`src/sv/ssvf_pkg.sv`:
```
// ssvf_pkg: shared widths, reset values, codes and types for the stereo
// state-variable filter. No dependencies; used by every other file.
`default_nettype none

package ssvf_pkg;

  // sample and state widths
  localparam int SAMPLE_BITS    = 24;
  localparam int STATE_W        = 32;
  localparam int COEF_W         = 15;
  localparam int COEF_FRAC_BITS = 14;
  localparam int MODE_W         = 2;

  // configuration port
  localparam int CFG_IDX_W  = 2;
  localparam int CFG_DATA_W = COEF_W;

  // register reset values
  localparam logic [COEF_W-1:0] FREQ_RESET = COEF_W'(2333);
  localparam logic [COEF_W-1:0] DAMP_RESET = COEF_W'(16384);

  typedef enum logic [CFG_IDX_W-1:0] {
    CFG_FREQ = 2'd0,
    CFG_DAMP = 2'd1,
    CFG_MODE = 2'd2
  } cfg_idx_e;

  typedef enum logic [MODE_W-1:0] {
    MODE_LOW   = 2'd0,
    MODE_BAND  = 2'd1,
    MODE_NOTCH = 2'd2,
    MODE_HIGH  = 2'd3
  } filter_mode_e;

  // payload of one transfer on each channel
  typedef struct packed {
    logic signed [SAMPLE_BITS-1:0] left_in;
    logic signed [SAMPLE_BITS-1:0] right_in;
  } in_item_t;

  typedef struct packed {
    logic signed [SAMPLE_BITS-1:0] left_out;
    logic signed [SAMPLE_BITS-1:0] right_out;
  } out_item_t;

  // commands from the controller to the datapath
  typedef struct packed {
    logic load_in;    // capture input samples
    logic mul_en;     // load the product register
    logic coef_damp;  // multiplier coefficient: damping instead of frequency
    logic op_high;    // multiplier operand: high instead of band
    logic upd_low;    // low integrator update
    logic upd_high;   // high-pass value update
    logic upd_band;   // band integrator update
    logic load_out;   // load the output register
  } cmd_t;

endpackage

`default_nettype wire

```
`src/sv/stereo_state_variable_filter.sv`:
```
// stereo_state_variable_filter: top level, controller plus datapath.
// Depends on ssvf_pkg, ssvf_ctrl and ssvf_datapath.
//
//   channel  direction  handshake                 payload
//   in       input      in_valid_i / in_ready_o   in_data_i  (left_in, right_in)
//   out      output     out_valid_o / out_ready_i out_data_o (left_out, right_out)
//   cfg      input      cfg_we_i                  cfg_idx_i, cfg_wdata_i
//
// An item goes from its transfer in through the states LOW, HIGH, MFH, BAND and
// OUT to the result register, and the block is ready again on the next cycle:
// the three products per channel go one after another through one multiplier
// per lane, each followed by its saturating add, then the output select.
// Items are taken one at a time; a new item is taken once the previous result
// has been loaded into the output register, which may still be waiting.
// A stalled output holds the block in its final step until the register frees.
// Reset clears the integrators and sets the coefficients to their defaults.
`default_nettype none

module stereo_state_variable_filter #(
  parameter int CoefFracBits = ssvf_pkg::COEF_FRAC_BITS
) (
  input  wire logic                             clk_i,
  input  wire logic                             rst_ni,
  input  wire logic                             in_valid_i,
  output      logic                             in_ready_o,
  input  wire ssvf_pkg::in_item_t               in_data_i,
  output      logic                             out_valid_o,
  input  wire logic                             out_ready_i,
  output      ssvf_pkg::out_item_t              out_data_o,
  input  wire logic                             cfg_we_i,
  input  wire logic [ssvf_pkg::CFG_IDX_W-1:0]   cfg_idx_i,
  input  wire logic [ssvf_pkg::CFG_DATA_W-1:0]  cfg_wdata_i
);

  ssvf_pkg::cmd_t cmd;

  // sequencer
  ssvf_ctrl u_ctrl (
    .clk_i       (clk_i),
    .rst_ni      (rst_ni),
    .in_valid_i  (in_valid_i),
    .in_ready_o  (in_ready_o),
    .out_valid_o (out_valid_o),
    .out_ready_i (out_ready_i),
    .cmd_o       (cmd)
  );

  // arithmetic and configuration
  ssvf_datapath #(
    .CoefFracBits(CoefFracBits)
  ) u_datapath (
    .clk_i       (clk_i),
    .rst_ni      (rst_ni),
    .cmd_i       (cmd),
    .in_data_i   (in_data_i),
    .cfg_we_i    (cfg_we_i),
    .cfg_idx_i   (cfg_idx_i),
    .cfg_wdata_i (cfg_wdata_i),
    .out_data_o  (out_data_o)
  );

endmodule

`default_nettype wire

```
`src/sv/ssvf_lane.sv`:
```
// ssvf_lane: one channel of the filter datapath - integrators, shared
// multiplier, saturating adders and output select. Depends on ssvf_pkg.
`default_nettype none

module ssvf_lane #(
  parameter int CoefFracBits = ssvf_pkg::COEF_FRAC_BITS
) (
  input  wire logic                                     clk_i,
  input  wire logic                                     rst_ni,
  input  wire ssvf_pkg::cmd_t                           cmd_i,
  input  wire logic signed [ssvf_pkg::SAMPLE_BITS-1:0]  sample_i,
  input  wire logic        [ssvf_pkg::COEF_W-1:0]       freq_i,
  input  wire logic        [ssvf_pkg::COEF_W-1:0]       damp_i,
  input  wire logic        [ssvf_pkg::MODE_W-1:0]       mode_i,
  output      logic signed [ssvf_pkg::SAMPLE_BITS-1:0]  y_o
);

  localparam int StW   = ssvf_pkg::STATE_W;
  localparam int SmpW  = ssvf_pkg::SAMPLE_BITS;
  localparam int ProdW = ssvf_pkg::COEF_W + 1 + StW;
  localparam int ShW   = ProdW - CoefFracBits;
  localparam int AccW  = ShW + 2;

  localparam logic signed [AccW-1:0] AccHi =
    {{(AccW-StW+1){1'b0}}, {(StW-1){1'b1}}};
  localparam logic signed [AccW-1:0] AccLo =
    {{(AccW-StW+1){1'b1}}, {(StW-1){1'b0}}};
  localparam logic signed [StW:0] OutHi =
    {{(StW-SmpW+2){1'b0}}, {(SmpW-1){1'b1}}};
  localparam logic signed [StW:0] OutLo =
    {{(StW-SmpW+2){1'b1}}, {(SmpW-1){1'b0}}};

  // clip a wide sum to the state range
  function automatic logic signed [StW-1:0] sat_state(input logic signed [AccW-1:0] v);
    logic signed [StW-1:0] r;
    if (v > AccHi) r = AccHi[StW-1:0];
    else if (v < AccLo) r = AccLo[StW-1:0];
    else r = v[StW-1:0];
    return r;
  endfunction

  // clip a selected value to the sample range
  function automatic logic signed [SmpW-1:0] sat_out(input logic signed [StW:0] v);
    logic signed [SmpW-1:0] r;
    if (v > OutHi) r = OutHi[SmpW-1:0];
    else if (v < OutLo) r = OutLo[SmpW-1:0];
    else r = v[SmpW-1:0];
    return r;
  endfunction

  logic signed [StW-1:0]   low_q, low_d;
  logic signed [StW-1:0]   band_q, band_d;
  logic signed [StW-1:0]   high_q;
  logic signed [SmpW-1:0]  in_q;
  logic signed [ProdW-1:0] prod_q, prod_d;
  logic signed [SmpW-1:0]  y_q, y_d;

  logic signed [ssvf_pkg::COEF_W:0] coef_op;
  logic signed [StW-1:0]            mul_op;
  logic signed [ShW-1:0]            prod_sh;
  logic signed [AccW-1:0]           low_sum, high_sum, band_sum;
  logic signed [StW:0]              notch, y_wide;

  // shared multiplier, coefficient zero-extended to signed
  assign coef_op = $signed({1'b0, (cmd_i.coef_damp ? damp_i : freq_i)});
  assign mul_op  = cmd_i.op_high ? high_q : band_q;
  assign prod_d  = coef_op * mul_op;

  // scaled product, floor rounding by dropping fraction bits
  assign prod_sh = $signed(prod_q[ProdW-1:CoefFracBits]);

  // integrator and high-pass sums
  assign low_sum  = AccW'(low_q) + AccW'(prod_sh);
  assign high_sum = AccW'(in_q) - AccW'(low_q) - AccW'(prod_sh);
  assign band_sum = AccW'(band_q) + AccW'(prod_sh);

  assign low_d  = cmd_i.upd_low  ? sat_state(low_sum)  : low_q;
  assign band_d = cmd_i.upd_band ? sat_state(band_sum) : band_q;

  // output select
  assign notch = (StW+1)'(high_q) + (StW+1)'(low_q);

  always_comb begin
    unique case (ssvf_pkg::filter_mode_e'(mode_i))
      ssvf_pkg::MODE_LOW:   y_wide = (StW+1)'(low_q);
      ssvf_pkg::MODE_BAND:  y_wide = (StW+1)'(band_q);
      ssvf_pkg::MODE_NOTCH: y_wide = notch;
      ssvf_pkg::MODE_HIGH:  y_wide = (StW+1)'(high_q);
      default:              y_wide = (StW+1)'(low_q);
    endcase
  end

  assign y_d = cmd_i.load_out ? sat_out(y_wide) : y_q;

  // filter state
  always_ff @(posedge clk_i or negedge rst_ni) begin
    if (!rst_ni) begin
      low_q  <= '0;
      band_q <= '0;
    end else begin
      low_q  <= low_d;
      band_q <= band_d;
    end
  end

  // working registers
  always_ff @(posedge clk_i) begin
    if (cmd_i.load_in) in_q <= sample_i;
    if (cmd_i.mul_en) prod_q <= prod_d;
    if (cmd_i.upd_high) high_q <= sat_state(high_sum);
    y_q <= y_d;
  end

  assign y_o = y_q;

endmodule

`default_nettype wire

```
`src/sv/ssvf_datapath.sv`:
```
// ssvf_datapath: configuration registers and the two channel lanes.
// Depends on ssvf_pkg and ssvf_lane.
`default_nettype none

module ssvf_datapath #(
  parameter int CoefFracBits = ssvf_pkg::COEF_FRAC_BITS
) (
  input  wire logic                                clk_i,
  input  wire logic                                rst_ni,
  input  wire ssvf_pkg::cmd_t                      cmd_i,
  input  wire ssvf_pkg::in_item_t                  in_data_i,
  input  wire logic                                cfg_we_i,
  input  wire logic [ssvf_pkg::CFG_IDX_W-1:0]      cfg_idx_i,
  input  wire logic [ssvf_pkg::CFG_DATA_W-1:0]     cfg_wdata_i,
  output      ssvf_pkg::out_item_t                 out_data_o
);

  logic [ssvf_pkg::COEF_W-1:0] freq_q, freq_d;
  logic [ssvf_pkg::COEF_W-1:0] damp_q, damp_d;
  logic [ssvf_pkg::MODE_W-1:0] mode_q, mode_d;

  // register writes, unknown index ignored
  always_comb begin
    freq_d = freq_q;
    damp_d = damp_q;
    mode_d = mode_q;
    if (cfg_we_i) begin
      unique case (cfg_idx_i)
        ssvf_pkg::CFG_FREQ: freq_d = cfg_wdata_i[ssvf_pkg::COEF_W-1:0];
        ssvf_pkg::CFG_DAMP: damp_d = cfg_wdata_i[ssvf_pkg::COEF_W-1:0];
        ssvf_pkg::CFG_MODE: mode_d = cfg_wdata_i[ssvf_pkg::MODE_W-1:0];
        default: ;
      endcase
    end
  end

  always_ff @(posedge clk_i or negedge rst_ni) begin
    if (!rst_ni) begin
      freq_q <= ssvf_pkg::FREQ_RESET;
      damp_q <= ssvf_pkg::DAMP_RESET;
      mode_q <= ssvf_pkg::MODE_LOW;
    end else begin
      freq_q <= freq_d;
      damp_q <= damp_d;
      mode_q <= mode_d;
    end
  end

  // left lane
  ssvf_lane #(
    .CoefFracBits(CoefFracBits)
  ) u_lane_left (
    .clk_i    (clk_i),
    .rst_ni   (rst_ni),
    .cmd_i    (cmd_i),
    .sample_i (in_data_i.left_in),
    .freq_i   (freq_q),
    .damp_i   (damp_q),
    .mode_i   (mode_q),
    .y_o      (out_data_o.left_out)
  );

  // right lane
  ssvf_lane #(
    .CoefFracBits(CoefFracBits)
  ) u_lane_right (
    .clk_i    (clk_i),
    .rst_ni   (rst_ni),
    .cmd_i    (cmd_i),
    .sample_i (in_data_i.right_in),
    .freq_i   (freq_q),
    .damp_i   (damp_q),
    .mode_i   (mode_q),
    .y_o      (out_data_o.right_out)
  );

endmodule

`default_nettype wire

```
`src/sv/ssvf_ctrl.sv`:
```
// ssvf_ctrl: sequencer for the filter steps and the handshakes of both
// channels. Depends on ssvf_pkg.
`default_nettype none

module ssvf_ctrl (
  input  wire logic            clk_i,
  input  wire logic            rst_ni,
  input  wire logic            in_valid_i,
  output      logic            in_ready_o,
  output      logic            out_valid_o,
  input  wire logic            out_ready_i,
  output      ssvf_pkg::cmd_t  cmd_o
);

  typedef enum logic [5:0] {
    S_IDLE = 6'b000001,
    S_LOW  = 6'b000010,
    S_HIGH = 6'b000100,
    S_MFH  = 6'b001000,
    S_BAND = 6'b010000,
    S_OUT  = 6'b100000
  } state_e;

  state_e state_q, state_d;
  logic   out_valid_q, out_valid_d;
  logic   in_xfer, out_free;

  assign in_xfer  = (state_q == S_IDLE) && in_valid_i;
  assign out_free = !out_valid_q || out_ready_i;

  // next state
  always_comb begin
    state_d = state_q;
    unique case (state_q)
      S_IDLE: if (in_valid_i) state_d = S_LOW;
      S_LOW:  state_d = S_HIGH;
      S_HIGH: state_d = S_MFH;
      S_MFH:  state_d = S_BAND;
      S_BAND: state_d = S_OUT;
      S_OUT:  if (out_free) state_d = S_IDLE;
      default: state_d = S_IDLE;
    endcase
  end

  // commands
  always_comb begin
    cmd_o           = '0;
    cmd_o.load_in   = in_xfer;
    cmd_o.mul_en    = in_xfer || (state_q == S_LOW) || (state_q == S_MFH);
    cmd_o.coef_damp = (state_q == S_LOW);
    cmd_o.op_high   = (state_q == S_MFH);
    cmd_o.upd_low   = (state_q == S_LOW);
    cmd_o.upd_high  = (state_q == S_HIGH);
    cmd_o.upd_band  = (state_q == S_BAND);
    cmd_o.load_out  = (state_q == S_OUT) && out_free;
  end

  // output valid flag
  assign out_valid_d = cmd_o.load_out || (out_valid_q && !out_ready_i);

  always_ff @(posedge clk_i or negedge rst_ni) begin
    if (!rst_ni) begin
      state_q     <= S_IDLE;
      out_valid_q <= 1'b0;
    end else begin
      state_q     <= state_d;
      out_valid_q <= out_valid_d;
    end
  end

  assign in_ready_o  = (state_q == S_IDLE);
  assign out_valid_o = out_valid_q;

endmodule

`default_nettype wire

```
`config.mk`:
```
export PLATFORM = sky130hd
export DESIGN_NAME = stereo_state_variable_filter
export DESIGN_NICKNAME = d
export VERILOG_FILES = /design/src/sv/ssvf_pkg.sv /design/src/sv/stereo_state_variable_filter.sv /design/src/sv/ssvf_lane.sv /design/src/sv/ssvf_datapath.sv /design/src/sv/ssvf_ctrl.sv
export SDC_FILE = /design/constraint.sdc
export NUM_CORES = 2
export LEC_CHECK = 0
export BUFFER_PORTS_ARGS = -buffer_cell sky130_fd_sc_hd__buf_2
export CAP_MARGIN = 0
export CORE_ASPECT_RATIO = 1.5
export CORE_MARGIN = 1.5
export CORE_UTILIZATION = 45
export DETAILED_ROUTE_END_ITERATION = 6
export REMOVE_ABC_BUFFERS = 1
export SYNTH_ARGS = -nofsm -noshare
export SYNTH_HDL_FRONTEND = slang
export SYNTH_HIERARCHICAL = 1
export SYNTH_SLANG_ARGS = --single-unit
```
`constraint.sdc`:
```
create_clock -name clk_i -period 14.8 [get_ports clk_i]
set_clock_uncertainty 0.15 [all_clocks]
set_input_delay 0 -clock clk_i [delete_from_list [all_inputs] [get_ports clk_i]]
set_output_delay 0 -clock clk_i [all_outputs]
set_load 0.1 [all_outputs]
```
* Yosys cells after proc, flatten, opt, wreduce, memory -nomap -nowiden
Cells that the tools add are included.
Word-level totals: output and inout port bits 50, word-level logic and storage cells 93, bits in registers 423, bits of input ports 70
Cells by class: multiplexer cells 20, reductions and logical operators 15, add/sub/neg operators 10, $lt $le $gt $ge 16, $mul 2, equal/unequal tests 13
Operators with widths (number):
- $mux W32 | 12
- $pmux W33 S4 | 2
- $gt A35 B32 Y1 const B | 6
- $lt A35 B32 Y1 const B | 6
- $add A32 B34 Y35 | 4
- $mul A16 B32 Y48 | 2
- $sub A33 B34 Y35 | 2
- $add A32 B32 Y33 | 2
- $gt A33 B24 Y1 const B | 2
- $lt A33 B24 Y1 const B | 2
- $sub A24 B32 Y33 | 2
- $mux W24 | 2
- $pmux W6 S6 | 1
- $mux W15 | 1
- $mux W6 | 2
- $reduce_and A2 Y1 | 4
- $eq A2 B2 Y1 const B | 3
- $eq A6 B1 Y1 const B | 1
- $eq A6 B2 Y1 const B | 1
- $eq A6 B3 Y1 const B | 1
- $eq A6 B4 Y1 const B | 1
- $eq A6 B5 Y1 const B | 1
- $eq A6 B6 Y1 const B | 1
- $eq A2 B1 Y1 const B | 2
- 6 further kinds | 13

* Depth between registers and ports, before layout
depth in word-level cells 4, gate-level depth with buffers 32, gate-level depth less buffers 28

* By module
The synthesis kept the hierarchy.
By module, submodules not included:
- ssvf_lane at u_datapath.u_lane_left | times used 1, cells each 3549, sequential area each 5024.8 um^2, area each 32354.8 um^2
- ssvf_lane at u_datapath.u_lane_right | times used 1, cells each 3418, sequential area each 5024.8 um^2, area each 32062.0 um^2
- ssvf_datapath | times used 1, cells each 69, sequential area each 809.5 um^2, area each 1228.7 um^2
- ssvf_ctrl | times used 1, cells each 46, sequential area each 176.4 um^2, area each 427.9 um^2

* Worst setup path after synthesis
No wires, ideal clock.
path type register to register, from register u_ctrl.state_q[3], to register u_datapath.u_lane_right.prod_q[47], data pin, library setup time 260 ps, setup slack 5773 ps, data arrival time 8617 ps, path buffers 5, clock period less this slack 9027 ps, cell stages (with the launch flop) 31, required time 14390 ps, cells stage by stage dfrtp_1 clkbuf_1 nor4b_1 nor2b_1 buf_4 clkbuf_1 clkbuf_1 mux2i_1 clkbuf_1 nor2_1 fa_1 inv_1 fa_1 inv_1 fa_1 fa_1 fa_1 inv_1 fa_1 inv_1 ha_1 and2_1 a221o_1 nor2_1 nor4b_1 o21a_1 o2bb2ai_1 o41ai_1 o2111ai_1 a21oi_1 xnor2_1
RTL lines:
- from (decl) | RTL line ssvf_ctrl.sv:24 | state_e state_q, state_d;
- from (signal assigned) | RTL line ssvf_ctrl.sv:66 | state_q <= state_d;
- to (signal assigned) | RTL line ssvf_lane.sv:109 | if (cmd_i.mul_en) prod_q <= prod_d;
- to (decl) | RTL line ssvf_lane.sv:55 | logic signed [ProdW-1:0] prod_q, prod_d;

==> reports/metrics.yaml <==
outcome:
  outcome: "finished with violations"
  violations: "DRC"
global_route:
  grt_usage: 0.298
  grt_first_pass_wirelength_um: 332000
  grt_pass1_vias: 56200
  gr-total-overflow: 0
  use_met2: 0.549
  antenna_found_initial: 8
  met1_usage: 0.291
  grt_max_degree: 68
  met3_usage: 0.0294
  gr-max-usage-layer: "met2"
clock_network:
  cts_buffer_depth: 3
  clkSlewWorstSetupHoldPaths_ns: 0.07
  clk_latency_ns: 0.67
  cts_tree: "done"
  root_buffer: "clkbuf_16"
  numClockSinks: 395
  h-tree-depth: 2
  numCtsBuffers: 49
place:
  gp_congestion: 0.951
  place_ws_ns: 4.61
  detailed_place_hpwl_um: 179000
  port_buffers: 119
floorplan:
  die_area_sq_um: 149000
  num_io_pins: 120
  coreArea_sq_um: 146000
  die_h_um: 472
  die_x_um: 316
  start_util: 0.452
  num_rows: 172
min_path:
  hold_end: "u_datapath/u_lane_left/in_q[0]"
  min_path_type: "input port to flop"
  hold_depth: 2
  min_from: "in_data_i[24]"
synth:
  synthTopCellsByArea: "fa_1 30%, ha_1 11%, edfxtp_1 10%"
  synth_edf_count: 228
  yosysTopAreaCellShare: 0.297
  async_reset_ff_frac: 0.423
  avgSynthCellArea_sq_um: 9.33
  seq_area_frac_synth: 0.167
  ys_ff_latch: 395
  syn_inst: 7082
  synth_cell_types: 101
  yosys.area.top_type: "fa_1"
  syn_area_sq_um: 66100
  ys_warn_count: 6
  ys.flop_type: "edfxtp_1"
worst_setup_path:
  cp-start-kind: "flop"
  reg2reg_to: "u_datapath/u_lane_right/prod_q[47]"
  end_kind: "flop"
  cp_max_fo: 55
  reg2regPathDepth: 25
  cp.required_ns: 15.05
  rr_startpoint: "u_ctrl/state_q[3]"
  ff2ff_setup_slack_ns: 4.53
  critPathArrivalTime_ns: 10.53
  critPathKind: "flop to flop"
route:
  via_per_inst: 5.79
  drcViolationCount: 22
  wirelength_um: 220000
  ant_nets: 0
  first_iter_violations: 3166
  num_vias: 53100
  route.detailed.wl_per_inst_um: 24.0
  first_pass_iters: 7
sta:
  min_period_ns: 10.27
  finalMaxSlewViolations: 0
  fmax_mhz: 97.3
  fin_ws_ns: 4.53
  hold_violations: 0
  tightest_slew_ns: 1.31
  setup_violations: 0
  whs_ns: 0.0243
  period_share: 0.694
  slew_headroom: 0.122
  rsz0062_at_grt: "no"
finish:
  area_growth_pct: 8.63
  final_cell_mix: "1,184 x inv_1, 980 x fa_1, 782 x nand2_1"
  layout.nets: 8820
  drive_above_1_share: 0.0757
  fillers: 14000
  final_common_cell: "inv_1"
flow_run:
  cap_violations: 0
## flip-flops by register name (all words and copies together), names as in the netlist
signal / cells
u_datapath/u_lane_left/band_q: 32
u_datapath/damp_q: 15
u_ctrl/out_valid_o: 1
u_datapath/u_lane_right/low_q: 32
u_datapath/u_lane_right/high_q: 32
u_datapath/u_lane_right/band_q: 32
u_datapath/u_lane_right/y_o: 24
u_ctrl/state_q: 6
u_datapath/u_lane_left/high_q: 32
u_datapath/mode_q: 2
u_datapath/u_lane_left/low_q: 32
u_datapath/freq_q: 15
u_datapath/u_lane_right/prod_q: 34
u_datapath/u_lane_left/prod_q: 34
u_datapath/u_lane_right/in_q: 24
u_datapath/u_lane_left/y_o: 24
u_datapath/u_lane_left/in_q: 24
## worst max path at each step
stage,from,to,cells past startpoint
2_1_floorplan,u_ctrl/state_q[3],u_datapath/u_lane_right/prod_q[47],24
3_3_place_gp,u_ctrl/state_q[5],u_datapath/u_lane_left/prod_q[44],27
3_5_place_dp,u_ctrl/state_q[5],u_datapath/u_lane_left/prod_q[44],27
4_1_cts,u_ctrl/state_q[5],u_datapath/u_lane_left/prod_q[44],27
5_1_grt,u_ctrl/state_q[5],u_datapath/u_lane_left/prod_q[44],27
6_report,u_ctrl/state_q[3],u_datapath/u_lane_right/prod_q[47],25
## final cells by class
class	count	area (sq um)	share of cell area
antenna	2	5.00	0.0000697
clock buffer	55	1290	0.0180
clock inverter	37	419	0.00584
inverter	1186	4450	0.0620
multi-input combinational	5265	49800	0.694
sequential	395	11000	0.154
tap	1914	2390	0.0334
timing repair buffer	313	2400	0.0334
## kinds of logic (layout without fill, tap and decap cells)
kind of cell,count (synthesis),count (layout),share of synthesized area
AOI/OAI and AO/OA,1281,1281,0.132
xor gates and xnor gates,299,299,0.0396
adders and majority gates,1540,1540,0.403
buffers and inverters,1422,1591,0.0821
DFF,395,395,0.167
muxes,273,273,0.0536
other,0,2,0
and+or+nand+nor,1872,1872,0.122
## worst max-delay path, stage by stage, from the launching register on
cell and delay (ns):
dfrtp_1 0.49, nor4b_1 0.47, nor2b_4 0.23, buf_4 0.66, mux2_2 0.89, nand2_1 0.18, fa_1 0.53, fa_1 0.54
inv_1 0.05, fa_1 0.48, fa_1 0.53, fa_1 0.49, inv_1 0.05, fa_1 0.47, inv_1 0.04, ha_1 0.31
and2_1 0.18, a221o_1 0.38, nor2_1 0.10, nor4b_1 0.79, o21a_1 0.30, o2bb2ai_1 0.12, o41ai_1 0.76, o2111ai_1 0.29
a21oi_1 0.28, xnor2_1 0.09
## metrics by stage
stage / util / cell area, sq um / setup TNS, ns / instances
finish: 0.491 / 71800 / 0 / 9167
global route: 0.491 / 71800 / 0 / 9165
CTS: 0.491 / 71800 / 0 / 9165
detailed placement: 0.471 / 68800 / 0 / 8946
global placement: 0.471 / 68800 / 0 / 8946
floorplan: - / 65100 / -23.97 / 6846
## layer usage
| metal | up-vias | wire, um |
|---|---|---|
| met3 | 836 | 8720 |
| met2 | 1879 | 116000 |
| met1 | 26700 | 70600 |
| met4 | 6 | 24000 |
| li1 | 23600 | - |
| met5 | - | 45 |
## cell usage after synthesis, types with 61 or more instances
| cell | n |
|---|---|
| a21o_1 | 216 |
| a21oi_1 | 339 |
| clkbuf_1 | 177 |
| dfrtp_1 | 159 |
| edfxtp_1 | 228 |
| fa_1 | 980 |
| ha_1 | 560 |
| inv_1 | 1184 |
| mux2_2 | 125 |
| mux2i_1 | 95 |
| nand2_1 | 782 |
| nand3_1 | 61 |
| nor2_1 | 668 |
| o21ai_0 | 197 |
| xnor2_1 | 179 |
| xor2_1 | 120 |
## repair_timing
item,4_1_cts,5_1_grt
setup buffers,0,0
hold buffers,127,0
hold endpoints to repair,256,0
endpoints found under the setup margin,0,0
resized for setup,0,0
Power is left out: the tool's default activity adds up to more than one toggle a clock period on the data nets, which glitch-free logic cannot reach.
